### config.mk
export PLATFORM = sky130hd
export DESIGN_NAME = tpadc_ctrl
export DESIGN_NICKNAME = d
export VERILOG_FILES = /design/src/rtl/core/tpadc_pkg.sv /design/src/rtl/core/tpadc_ctrl.sv
export SDC_FILE = /design/constraint.sdc
export NUM_CORES = 1
export LEC_CHECK = 0
export ABC_AREA = 0
export BUFFER_PORTS_ARGS = -buffer_cell sky130_fd_sc_hd__buf_2
export CORE_AREA = 2 2 39 41
export CTS_BUF_LIST = sky130_fd_sc_hd__clkbuf_4 sky130_fd_sc_hd__clkbuf_8
export CTS_CLUSTER_SIZE = 16
export DETAILED_ROUTE_END_ITERATION = 8
export DIE_AREA = 0 0 41 43
export GPL_ROUTABILITY_DRIVEN = 0
export PLACE_DENSITY = 0.55
export SLEW_MARGIN = 20
export SYNTH_ARGS = -nofsm -noshare
export SYNTH_HDL_FRONTEND = slang
export SYNTH_SLANG_ARGS = --single-unit
### constraint.sdc
create_clock -name clk -period 3.2 [get_ports clk]
set_clock_uncertainty 0.15 [all_clocks]
set_input_delay 0.16 -clock clk [delete_from_list [all_inputs] [get_ports clk]]
set_output_delay 0.16 -clock clk [all_outputs]
set_load 0.02 [all_outputs]
### src/rtl/core/tpadc_pkg.sv
// Shared types, constants and the sine table generator for the three-phase converter model.
package tpadc_pkg;

  // default values for the top-level parameters
  localparam int ADC_BITS_DEF        = 12;
  localparam int AMPL_COUNTS_DEF     = 2047;
  localparam int MID_COUNTS_DEF      = 2048;
  localparam int START_PHASE_DEF     = 0;
  localparam int SINE_TABLE_BITS_DEF = 10;

  // field widths
  localparam int PHASE_W = 24;
  localparam int FREQ_W  = 26;
  localparam int AMP_W   = 26;
  localparam int RAW_W   = 12;
  localparam int VOLT_W  = 32;
  localparam int GAIN_W  = 32;
  localparam int ZERO_W  = 12;
  localparam int CFG_IDX_W  = 3;
  localparam int CFG_DATA_W = 32;
  localparam int IN_DATA_W  = 56;
  localparam int OUT_DATA_W = 136;

  // shared multiplier and datapath widths
  localparam int MUL_A_W = 29;
  localparam int MUL_B_W = 33;
  localparam int MUL_P_W = MUL_A_W + MUL_B_W;
  localparam int SINE_W  = 25;   // magnitude, up to 1.0 in Q24
  localparam int TRIG_W  = 26;   // signed sine / cosine
  localparam int AB_W    = 27;   // alpha, beta, t
  localparam int VX_W    = 28;   // phase B / C before scaling
  localparam int CNT_W   = 24;   // signed count before clamping
  localparam int Q_SHIFT   = 24;
  localparam int CNT_SHIFT = 39;  // Q24 product then round at 2^15

  localparam logic signed [MUL_B_W-1:0] SQRT3_HALF = 33'sd14529495;

  // register reset values
  localparam logic [PHASE_W-1:0] ANGLE_STEP_RST = 24'd83886;
  localparam logic [GAIN_W-1:0]  GAIN_RST       = 32'd4096;
  localparam logic [ZERO_W-1:0]  ZERO_RST       = 12'd2048;

  // register indexes
  localparam logic [CFG_IDX_W-1:0] REG_ANGLE_STEP = 3'd0;
  localparam logic [CFG_IDX_W-1:0] REG_GAIN_A     = 3'd1;
  localparam logic [CFG_IDX_W-1:0] REG_GAIN_B     = 3'd2;
  localparam logic [CFG_IDX_W-1:0] REG_GAIN_C     = 3'd3;
  localparam logic [CFG_IDX_W-1:0] REG_ZERO_A     = 3'd4;
  localparam logic [CFG_IDX_W-1:0] REG_ZERO_B     = 3'd5;
  localparam logic [CFG_IDX_W-1:0] REG_ZERO_C     = 3'd6;
  localparam logic [CFG_IDX_W-1:0] REG_SWAP_BC    = 3'd7;

  typedef enum logic [3:0] {
    ST_IDLE, ST_STEP, ST_ALPHA, ST_BETA, ST_CNTA, ST_T, ST_VOLTA,
    ST_CNTB, ST_CNTC, ST_VOLTB, ST_VOLTC, ST_FIN, ST_DONE
  } state_t;

  // operand pair presented to the multiplier
  typedef enum logic [3:0] {
    OP_NONE, OP_STEP, OP_ALPHA, OP_BETA, OP_CNT_A, OP_T, OP_VOLT_A,
    OP_CNT_B, OP_CNT_C, OP_VOLT_B, OP_VOLT_C
  } op_sel_t;

  // destination of the product that comes back this cycle
  typedef enum logic [3:0] {
    CAP_NONE, CAP_PHASE, CAP_ALPHA, CAP_BETA, CAP_RAW_A, CAP_T, CAP_VOLT_A,
    CAP_RAW_B, CAP_RAW_C, CAP_VOLT_B, CAP_VOLT_C
  } cap_sel_t;

  typedef struct packed {
    logic     in_ready;
    op_sel_t  op;
    cap_sel_t cap;
    logic     rom_rd;
    logic     rom_cos;
    logic     load_out;
  } ctrl_t;

  localparam logic [63:0] POLY [6] = '{
    64'd1686629713, 64'd693598668, 64'd85569306, 64'd5026995, 64'd172272, 64'd3864
  };

  // quarter-wave sine magnitude, Q24, evaluated at elaboration only
  function automatic logic [SINE_W-1:0] sine_mag(input int unsigned u,
                                                 input int unsigned stb);
    logic [63:0] z, z2, p, s;
    int i;
    z  = 64'(u) << (32 - stb);
    z2 = (z * z) >> 30;
    p  = POLY[5];
    for (i = 4; i >= 0; i--) begin
      p = POLY[i] - ((p * z2) >> 30);
    end
    s = (p * z) >> 30;
    s = (s + 64'd32) >> 6;
    if (s > 64'd16777216) begin
      s = 64'd16777216;
    end
    return SINE_W'(s);
  endfunction

endpackage

### src/rtl/core/tpadc_ctrl.sv
// Sequencer that schedules the shared multiplier for one sample tick.
module tpadc_ctrl import tpadc_pkg::*; (
  input  logic  clk,
  input  logic  rst,
  input  logic  in_valid,
  input  logic  out_free,
  output ctrl_t ctl
);

  state_t state, state_next;

  always_ff @(posedge clk) begin
    if (rst) begin
      state <= ST_IDLE;
    end else begin
      state <= state_next;
    end
  end

  always_comb begin
    state_next = state;
    unique case (state)
      ST_IDLE:  if (in_valid) state_next = ST_STEP;
      ST_STEP:  state_next = ST_ALPHA;
      ST_ALPHA: state_next = ST_BETA;
      ST_BETA:  state_next = ST_CNTA;
      ST_CNTA:  state_next = ST_T;
      ST_T:     state_next = ST_VOLTA;
      ST_VOLTA: state_next = ST_CNTB;
      ST_CNTB:  state_next = ST_CNTC;
      ST_CNTC:  state_next = ST_VOLTB;
      ST_VOLTB: state_next = ST_VOLTC;
      ST_VOLTC: state_next = ST_FIN;
      ST_FIN:   state_next = ST_DONE;
      ST_DONE:  if (out_free) state_next = ST_IDLE;
      default:  state_next = ST_IDLE;
    endcase
  end

  // a product issued in one state is captured in the next
  always_comb begin
    ctl = '{in_ready: 1'b0, op: OP_NONE, cap: CAP_NONE, rom_rd: 1'b0,
            rom_cos: 1'b0, load_out: 1'b0};
    unique case (state)
      ST_IDLE:  ctl.in_ready = 1'b1;
      ST_STEP: begin
        ctl.op      = OP_STEP;
        ctl.rom_rd  = 1'b1;
        ctl.rom_cos = 1'b1;
      end
      ST_ALPHA: begin
        ctl.cap    = CAP_PHASE;
        ctl.op     = OP_ALPHA;
        ctl.rom_rd = 1'b1;
      end
      ST_BETA: begin
        ctl.cap = CAP_ALPHA;
        ctl.op  = OP_BETA;
      end
      ST_CNTA: begin
        ctl.cap = CAP_BETA;
        ctl.op  = OP_CNT_A;
      end
      ST_T: begin
        ctl.cap = CAP_RAW_A;
        ctl.op  = OP_T;
      end
      ST_VOLTA: begin
        ctl.cap = CAP_T;
        ctl.op  = OP_VOLT_A;
      end
      ST_CNTB: begin
        ctl.cap = CAP_VOLT_A;
        ctl.op  = OP_CNT_B;
      end
      ST_CNTC: begin
        ctl.cap = CAP_RAW_B;
        ctl.op  = OP_CNT_C;
      end
      ST_VOLTB: begin
        ctl.cap = CAP_RAW_C;
        ctl.op  = OP_VOLT_B;
      end
      ST_VOLTC: begin
        ctl.cap = CAP_VOLT_B;
        ctl.op  = OP_VOLT_C;
      end
      ST_FIN:   ctl.cap = CAP_VOLT_C;
      ST_DONE:  ctl.load_out = out_free;
      default:  ctl.in_ready = 1'b0;
    endcase
  end

endmodule

# Word-level counts from Yosys, hierarchy flattened
# Index checks and enable logic that the tools add are counted.
# W data, S select, Z words.
dict set report classes {
  eq_ne 14
  reduce_logical 3
  mux 9
}
# operator count
set ops {}
lappend ops {{$pmux W4 S10} 2}
lappend ops {{$pmux W4 S13} 1}
lappend ops {{$eq A4 B4 Y1 const B} 5}
lappend ops {{$eq A4 B3 Y1 const B} 4}
lappend ops {{$eq A4 B2 Y1 const B} 2}
lappend ops {{$mux W4} 2}
lappend ops {{$eq A4 B1 Y1 const B} 1}
lappend ops {{$logic_not A4 Y1} 1}
lappend ops {{$mux W1} 4}
lappend ops {{$ne A2 B2 Y1 const B} 2}
lappend ops {{$reduce_and A2 Y1} 1}
lappend ops {{$reduce_or A2 Y1} 1}
dict set report word_totals {
  register_bits 4
  inputBits 4
  word_cells 27
}

# Logic depth before layout (Yosys ltp)
# Gate-level depths: netlist of the first run.
dict set report logic_depth {
  word_depth 3
  mapped_depth 4
}

# Worst setup path before layout of the first run
# No wires, ideal clock.
dict set report synth_timing {
  kind {reg2out}
  startpoint {register state[2]}
  endpoint {output ctl[5] in the netlist's numbering}
  stages_incl_launch_ff 4
  arrival_time_ns 1.190
  setup_slack_ns 1.700
  cell_sequence {dfxtp_1 -> buf_4 -> nand2b_1 -> o31ai_1}
}
# element line_no
set synth_lines {}
lappend synth_lines {{start: declaration} tpadc_ctrl.sv:10} ;# state_t state, state_next;
lappend synth_lines {{start signal: assignment} tpadc_ctrl.sv:16} ;# state <= state_next;
lappend synth_lines {{end: declaration} tpadc_ctrl.sv:7} ;# output ctrl_t ctl

==> results.json, run 1 <==
{
  "pwr_density_cell_mw_per_mm2": 622,
  "critPathKind": "flip-flop to primary output",
  "max_stage_delay_ns": 0.80,
  "slew-limit-headroom": 0.502,
  "min_period_ns": 1.89,
  "finalCritPeriodShare": 0.590,
  "top_register": "state",
  "p_leak_nw": 0.216,
  "start_util": 0.297,
  "reg2reg_slack_ns": 1.62,
  "grt_pass1_vias": 297,
  "setup-tns-final_ns": 0,
  "wl_per_cell_um": 11.8,
  "clk_pin_slew_worst_paths_ns": 0.04,
  "cts_setup_buffers": 0,
  "cpLargestDelayFamily": "flip-flops",
  "status": "completed",
  "cp.buffers_inverters": 1,
  "synth_nets": 48,
  "max_freq_ghz": 0.530,
  "area.growth.synth_to_final_pct": 19.5,
  "slew_violations": 0,
  "ir_drop_v": 0.000257,
  "die_y_um": 43,
  "cts.sinks": 4,
  "cts.repair.resized": 0,
  "finalSetupViolations": 0,
  "cts_made_buffers": 3,
  "synth_area_sq_um": 410,
  "synth_edf_count": 0,
  "dieArea_sq_mm": 0.00176,
  "dp_hpwl_um": 649,
  "cp_data_required_time_ns": 2.89,
  "drc": 0,
  "synth_warnings": 0,
  "final_hold_viol_count": 0,
  "root_buffer": "clkbuf_4",
  "clock_latency_ns": 0.23,
  "worstMarginPinSlew_ns": 0.747,
  "antenna_found_initial": 0,
  "yosys.cell_types.count": 27,
  "arrival_ns": 1.58,
  "grt_overflow": 0,
  "ant_nets": 0,
  "grt_start_max_net_pins": 17,
  "place_area_sq_um": 468,
  "path_cells": "nor2_2 > o21ai_0 > a21oi_1 > buf_2",
  "worstSetupEndpointType": "primary output",
  "cp_slowest_cell": "dfxtp_1",
  "final_area_sq_um": 490,
  "firstDrtPassIters": 3,
  "antenna-diode-count": 0,
  "cts_tree": "built",
  "port_buffers": 15,
  "die_w_um": 41,
  "grt_first_pass_wirelength_um": 1340,
  "viasPerCell": 5.08,
  "synth_area_per_cell_sq_um": 9.33,
  "core_area_sq_mm": 0.00138,
  "grtUsageTotal": 0.114,
  "h-tree-depth": 1,
  "utilization": 0.354,
  "drive_above_1_share": 0.466,
  "largest_register_ffs": 4,
  "drtIter0Drc": 10,
  "synth_seq_cells": 4,
  "synth_async_sr_flop_share": 0,
  "worstHoldPathType": "input pin to flip-flop",
  "synth.area.top_cells": "dfxtp_1 (20%), nor3_2 (7.3%), a2111oi_4 (6.7%)",
  "synth_ff_type": "dfxtp_1",
  "synth.yosys.seq_area_share": 0.195,
  "postCtsHoldBufs": 0,
  "dr_total_vias": 376,
  "design.portCount": 16,
  "synthCells": 44,
  "top_regs": "state x4",
  "num-fill-cells": 155,
  "start_kind": "flip-flop",
  "yosysTopAreaCell": "dfxtp_1",
  "synth_top_area_frac": 0.195,
  "fin_nets": 64,
  "cts_buffer_depth": 2,
  "row_count": 14,
  "cp_max_fo": 16,
  "rsz0062_at_grt": "no",
  "drv_cap": 0,
  "drt_wl_total_um": 870
}
cell usage after synthesis (2+ instances only):
| cell | number |
|---|---|
| and2_1 | 4 |
| dfxtp_1 | 4 |
| nor3_1 | 3 |
| nor3_2 | 3 |
| o21ai_1 | 3 |
| a21oi_1 | 2 |
| buf_4 | 2 |
| buf_6 | 2 |
| nor2_1 | 2 |
| o31ai_1 | 2 |
metrics by stage:
step           instances  power, mW  setup slack, ns  hold WS (ns)
4_1_cts               74      0.311             1.28        0.0204
5_1_grt               74      0.329             1.17        0.0331
3_5_place_dp          71      0.247             1.53         0.267
2_1_floorplan         44      0.216             1.70        0.0743
6_report              74      0.305             1.31        0.0276
3_3_place_gp          71      0.247             1.54         0.266
layout make-up:
type                       instances  area (sq um)  area share
timing repair buffer              15          75.1       0.153
inverter                           1          3.75     0.00765
sequential                         4          80.1       0.163
multi-input combinational         35           289       0.589
clock buffer                       3          22.5      0.0459
tap                               16          20.0      0.0408
report_power, final:
part           total (mW)  switching, mW  internal (mW)
Sequential         0.0949         0.0369         0.0580
Combinational       0.149         0.0809         0.0676
Clock              0.0614         0.0195         0.0419
Total               0.305          0.137          0.167
cell families (layout without fill, tap and decap cells):
group,count (synthesis),after routing,share of synthesized area
DFF,4,4,0.195
AOI/OAI and AO/OA,15,15,0.311
buffers and inverters,5,19,0.101
and+or+nand+nor,19,19,0.326
xor gates and xnor gates,1,1,0.0671
worst register-to-register path, cell delays in order, from the launching register on:
cell	delay, ns
dfxtp_1	0.80
nand2_1	0.15
a2bb2oi_1	0.17
a221oi_2	0.23
metal layers:
layer  GRT usage  routed length (um)  vias up
met5           0                   0        -
met4      0.0400                   0        0
met3      0.0471                  34        0
met2       0.150                 416        6
met1       0.162                 418      179
li1            -                   -      191
layout by cell type (no fill, tap or decap), types with 2 or more instances in the layout:
master and count:
dfxtp_1 4, o21ai_1 3, clkbuf_4 3, nor2_1 2
buf_2 15, o31ai_1 2, nor3_1 3, a21oi_1 2
nor3_2 3, and2_1 4
worst paths after layout:
| path | endpoint | from | cells past startpoint |
|---|---|---|---|
| max | ctl[4] | state[0]$_SDFFE_PP0P_ | 4 |
| min | state[0]$_SDFFE_PP0P_ | rst | 2 |
| max reg2reg | state[2]$_SDFFE_PP0P_ | state[0]$_SDFFE_PP0P_ | 3 |
| min reg2reg | state[3]$_SDFFE_PP0P_ | state[2]$_SDFFE_PP0P_ | 3 |
Note: power is estimated with default switching activity, not from simulation.
==> run 2, diff against run 1 <==
--- a/config.mk
+++ b/config.mk
@@ -13,7 +13,7 @@
 export DETAILED_ROUTE_END_ITERATION = 8
 export DIE_AREA = 0 0 41 43
 export GPL_ROUTABILITY_DRIVEN = 0
-export PLACE_DENSITY = 0.55
+export PLACE_DENSITY = 0.57
 export SLEW_MARGIN = 20
 export SYNTH_ARGS = -nofsm -noshare
 export SYNTH_HDL_FRONTEND = slang
==> constraint.sdc (replaced) <==
create_clock -name clk -period 1.7 [get_ports clk]
set_clock_uncertainty 0.15 [all_clocks]
set_input_delay 0.085 -clock clk [delete_from_list [all_inputs] [get_ports clk]]
set_output_delay 0.085 -clock clk [all_outputs]
set_load 0.02 [all_outputs]
==> run 2 against run 1 <==
Non-clock buffer count grew 7. Highest routed layer unchanged. Largest power group unchanged. Final cell count grew 9.5%. Sequential share of layout area down 1.7 points. First-iteration DRC count fell by 60%. Global-route usage grew 1.8 points. Flip-flop and latch count unchanged. Register-to-register slack got worse by 1.3 ns. Clock-buffer cell count is the same. Critical endpoint is now ctl[8]. Via count grew 3.7%. Core utilization rose by 4.6 points. Wire length increased by 13%. Clock power rose by 91%.
==> results.json, run 2 (same netlist as run 1, synthesis figures left out) <==
{
  "p_leak_nw": 0.252,
  "design.portCount": 16,
  "p_total_mw": 0.615,
  "drc": 0,
  "comb_power_share": 0.564,
  "final_common_cell": "buf_2",
  "switching_share": 0.439,
  "top_register": "state",
  "viasPerCell": 4.81,
  "hold_end": "state[3]$_SDFFE_PP0P_",
  "port_buffers": 15,
  "rr_worst_depth": 4,
  "die_y_um": 43,
  "wl_per_cell_um": 12.2,
  "worstMarginPinSlew_ns": 0.409,
  "die_w_um": 41,
  "ir_drop_v": 0.000406,
  "clkPwrFrac": 0.190,
  "p_int_mw": 0.345,
  "min_period_ns": 1.62,
  "holdPathStages": 4,
  "cts_made_buffers": 3,
  "drtIter0Drc": 4,
  "max_freq_ghz": 0.618,
  "dieArea_sq_mm": 0.00176,
  "reg2reg_slack_ns": 0.34,
  "timing.rr.end": "state[2]$_SDFFE_PP0P_",
  "start_kind": "flip-flop",
  "slew-limit-headroom": 0.727,
  "cts_buffer_depth": 2,
  "largest_register_ffs": 4,
  "drive_above_1_share": 0.508,
  "core_area_sq_mm": 0.00138,
  "slew_violations": 0,
  "max_stage_delay_ns": 0.56,
  "status": "completed",
  "fin_nets": 71,
  "finalSetupViolations": 0,
  "pwr-share-seq": 0.246,
  "grtUsageTotal": 0.132,
  "clock_latency_ns": 0.23,
  "r2r_start": "state[2]$_SDFFE_PP0P_",
  "critPathKind": "flip-flop to primary output",
  "root_buffer": "clkbuf_4",
  "path_cells": "buf_4 > o21ai_1 > and2_1 > buf_2",
  "worstSetupEndpointType": "primary output",
  "finalCritPeriodShare": 0.952,
  "clk_pin_slew_worst_paths_ns": 0.04,
  "grt_first_pass_wirelength_um": 1520,
  "cp.buffers_inverters": 2,
  "worstHoldPathType": "input pin to flip-flop",
  "cp_slowest_cell": "dfxtp_1",
  "drt_wl_total_um": 986,
  "cp_data_required_time_ns": 1.46,
  "cp_max_fo": 8,
  "switchingPower_mw": 0.270,
  "antenna-diode-count": 0,
  "arrival_ns": 1.38,
  "dr_total_vias": 390,
  "grt_pass1_vias": 337,
  "final_cell_mix": "buf_2 (15), buf_4 (5), and2_1 (4)",
  "min-delay-start": "out_free",
  "cts_tree": "built",
  "grt_overflow": 0,
  "start_util": 0.297,
  "dp_hpwl_um": 756,
  "top_regs": "state x4",
  "h-tree-depth": 1,
  "cts_setup_buffers": 0,
  "ant_nets": 0,
  "final_hold_viol_count": 0,
  "area.growth.synth_to_final_pct": 35.1,
  "pwr_density_cell_mw_per_mm2": 1110,
  "layout_setup_ws_ns": 0.0822,
  "setup-tns-final_ns": 0,
  "drv_cap": 0,
  "cts.sinks": 4,
  "antenna_found_initial": 0,
  "row_count": 14,
  "cpLargestDelayFamily": "flip-flops",
  "grt_start_max_net_pins": 13,
  "place_ws_ns": 0.246,
  "firstDrtPassIters": 3,
  "rsz0062_at_grt": "no"
}
==> run 2: cell count changes in the layout (fill, tap and decap cells not counted) <==
cell           delta
buf_4             +5
dlygate4sd3_1     +2
dfxtp_1           -1
dfxtp_2           +1
nor2_2            -1
nor2_4            +1
==> run 2: final cells by class <==
type                            instances  area [sq um]
Sequential cell                         4          81.3
Inverter                                1          3.75
Tap cell                               16          20.0
Timing Repair Buffer                   22           133
Multi-Input combinational cell         35           294
Fill cell                             149           830
Clock buffer                            3          22.5
==> run 2: timing repair <==
item | in CTS | in global routing
endpoints found under the hold margin | 4 | 0
resized for setup | 1 | 1
hold buffers | 2 | 0
setup endpoints to repair | 1 | 2
pin swaps | 0 | 0
==> run 2: power groups by stage <==
stage	Sequential [mW]	Clock, mW	Combinational [mW]
final	0.151	0.117	0.347
after global routing	0.155	0.126	0.374
after CTS	0.149	0.128	0.352
after detailed placement	0.148	0	0.345
after global placement	0.148	0	0.345
after floorplan	0.130	0	0.276
==> run 2: worst max path at each step <==
| stage | startpoint | to | slack, ns | cells past startpoint |
|---|---|---|---|---|
| floorplan | state[3]$_SDFFE_PP0P_ | state[2]$_SDFFE_PP0P_ | 0.21 | 3 |
| global placement | state[1]$_SDFFE_PP0P_ | ctl[4] | 0.24 | 4 |
| detailed placement | state[1]$_SDFFE_PP0P_ | ctl[4] | 0.25 | 4 |
| CTS | state[1]$_SDFFE_PP0P_ | ctl[2] | 0.02 | 4 |
| global route | state[0]$_SDFFE_PP0P_ | ctl[8] | 0.006 | 4 |
| finish | state[0]$_SDFFE_PP0P_ | ctl[8] | 0.08 | 4 |
==> run 2: metal layers <==
metal	up-vias	share of wire	routed length [um]	GRT usage
li1	203	-	-	-
met1	181	0.42	416	0.161
met2	6	0.54	537	0.197
met3	0	0.031	31	0.0157
met4	0	0	0	0.100
met5	-	0	0	0
==> run 2: worst register-to-register path: cells and delay by family (launching register included) <==
family                 cells  cell delay [ns]
DFF                        1             0.40
AOI/OAI and AO/OA          3             0.52
buffers and inverters      1             0.21
==> run 2: per-stage QoR <==
stage / cells / hold WS [ns] / cell area (sq um) / utilization
2_1_floorplan: 44 / -0.000725 / 410 / -
3_3_place_gp: 76 / 0.198 / 505 / 0.365
3_5_place_dp: 76 / 0.202 / 505 / 0.365
4_1_cts: 81 / 0.163 / 553 / 0.400
5_1_grt: 81 / 0.206 / 554 / 0.401
6_report: 81 / 0.164 / 554 / 0.401
==> run 3, diff against run 2 <==
--- a/config.mk
+++ b/config.mk
@@ -13,7 +13,7 @@
 export DETAILED_ROUTE_END_ITERATION = 8
 export DIE_AREA = 0 0 41 43
 export GPL_ROUTABILITY_DRIVEN = 0
-export PLACE_DENSITY = 0.57
+export PLACE_DENSITY = 0.55
 export SLEW_MARGIN = 20
 export SYNTH_ARGS = -nofsm -noshare
 export SYNTH_HDL_FRONTEND = slang
==> constraint.sdc (replaced) <==
create_clock -name clk -period 1.6 [get_ports clk]
set_clock_uncertainty 0.15 [all_clocks]
set_input_delay 0.32 -clock clk [delete_from_list [all_inputs] [get_ports clk]]
set_output_delay 0.32 -clock clk [all_outputs]
set_load 0.02 [all_outputs]
==> run 3 against run 2 <==
The flow now finishes with violations (setup timing). Sequential share of layout area shrank 4.6 points. Clock-buffer cell count unchanged. Final cell count increased by 33%. Sequential power grew 3%. Via count grew 32%. Critical path type unchanged. Die area unchanged. Register-to-register slack worse by 0.23 ns. Core utilization up 28 points.
==> results.json, run 3 (same netlist as run 1, synthesis figures left out) <==
{
  "status": "finished with violations",
  "violations": "setup timing",
  "placed_cells": 89,
  "dp_hpwl_um": 839,
  "root_buffer": "clkbuf_4",
  "dieArea_sq_mm": 0.00176,
  "r2r_start": "state[1]$_SDFFE_PP0P_",
  "setup-tns-final_ns": -0.358,
  "slew_violations": 0,
  "design.portCount": 16,
  "p_int_mw": 0.637,
  "p_leak_nw": 0.434,
  "switchingPower_mw": 0.399,
  "critPathKind": "flip-flop to primary output",
  "switching_share": 0.385,
  "area.growth.synth_to_final_pct": 129,
  "antenna_found_initial": 0,
  "drive_above_1_share": 0.826,
  "finalSetupViolations": 7,
  "rsz0062_at_grt": "yes",
  "viasPerCell": 4.76,
  "drv_cap": 0,
  "arrival_ns": 1.23,
  "cts_buffer_depth": 2,
  "wl_per_cell_um": 14.1,
  "pwr_density_cell_mw_per_mm2": 1100,
  "postCtsHoldBufs": 0,
  "cp_max_fo": 4,
  "drt_wl_total_um": 1520,
  "cts.sinks": 4,
  "slew-limit-headroom": 0.847,
  "grt_first_pass_wirelength_um": 2150,
  "worstMarginPinSlew_ns": 0.228,
  "largest_register_ffs": 4,
  "finalCritPeriodShare": 1.06,
  "holdWs_ns": 0.182,
  "die_w_um": 41,
  "port_buffers": 15,
  "drtIter0Drc": 2,
  "cts_made_buffers": 3,
  "final_common_cell": "buf_4",
  "final_hold_viol_count": 0,
  "start_kind": "flip-flop",
  "grt_start_max_net_pins": 10,
  "h-tree-depth": 1,
  "die_y_um": 43,
  "firstDrtPassIters": 2,
  "max_freq_ghz": 0.590,
  "comb_power_share": 0.728,
  "place_ws_ns": 0.0571,
  "clk_pin_slew_worst_paths_ns": 0.04,
  "row_count": 14,
  "grtUsageTotal": 0.181,
  "ant_nets": 0,
  "core_area_sq_mm": 0.00138,
  "pwr-share-seq": 0.151,
  "final_cell_mix": "buf_4 (27), buf_6 (17), nor3_2 (4), buf_2 (4), dfxtp_4 (4)",
  "grt_pass1_vias": 494,
  "cts_tree": "built",
  "grt_overflow": 0,
  "fin_nets": 98,
  "worstSetupEndpointType": "primary output",
  "critical_path.startpoint": "state[1]$_SDFFE_PP0P_",
  "top_register": "state",
  "clkPwrFrac": 0.122,
  "instances_no_fill": 108,
  "ir_drop_v": 0.000558,
  "drc": 0,
  "top_regs": "state x4",
  "dr_total_vias": 514,
  "worstHoldPathType": "input pin to flip-flop",
  "antenna-diode-count": 0,
  "layout_setup_ws_ns": -0.0962,
  "min-delay-start": "rst",
  "clock_latency_ns": 0.23,
  "min_period_ns": 1.70,
  "start_util": 0.297,
  "cp_data_required_time_ns": 1.13
}
-- run 3: cell types whose count changed in the layout (fill, tap and decap cells not counted), sizes merged --
cell,change
dlygate4sd3,-2
buf,+29
-- run 3: timing repair --
item | 4_1_cts | 5_1_grt
setup buffers | 8 | 8
cloned | 0 | 0
pin swaps | 7 | 6
setup endpoints to repair | 12 | 12
endpoints found under the hold margin | 0 | 0
resized for setup | 31 | 21
-- run 3: cell type report --
class	instances	area (sq um)
repair buffers	49	434
clock buffers	3	22.5
inverters	1	3.75
multi-input cells	35	364
well taps	16	20.0
fillers	113	444
flip-flops and latches	4	95.1
-- run 3: metal layers --
layer / GRT usage / part of all wire
met1: 0.219 / 0.40
met2: 0.303 / 0.58
met3: 0.0628 / 0.025
met4: 0.0200 / 0
met5: 0 / 0
-- run 3: path summary, 6_finish.rpt --
| kind | cells past startpoint | slack [ns] | endpoint |
|---|---|---|---|
| worst min register to register | 3 | 0.58 | state[0]$_SDFFE_PP0P_ |
| worst max register to register | 7 | 0.11 | state[2]$_SDFFE_PP0P_ |
| worst max-delay path | 4 | -0.1 | ctl[1] |
| worst min-delay path | 2 | 0.18 | state[0]$_SDFFE_PP0P_ |
-- run 3: critical path, cell delays in order, from the launching register on --
cell and delay (ns):
dfxtp_4 0.35, buf_4 0.14, nor3_4 0.21, and2_4 0.18, buf_6 0.11
-- run 3: power by group through the flow --
stage          combinational (mW)  clock (mW)  sequential [mW]
5_1_grt                     0.793       0.136            0.157
6_report                    0.754       0.126            0.156
2_1_floorplan               0.297           0            0.138
4_1_cts                     0.634       0.133            0.154
3_3_place_gp                0.476           0            0.150
3_5_place_dp                0.481           0            0.148
-- run 3: through the flow --
step / power [mW] / area [sq um] / util
3_5_place_dp: 0.629 / 621 / 0.448
3_3_place_gp: 0.626 / 621 / 0.448
6_report: 1.04 / 940 / 0.679
4_1_cts: 0.920 / 803 / 0.580
2_1_floorplan: 0.435 / 415 / -
5_1_grt: 1.09 / 940 / 0.679
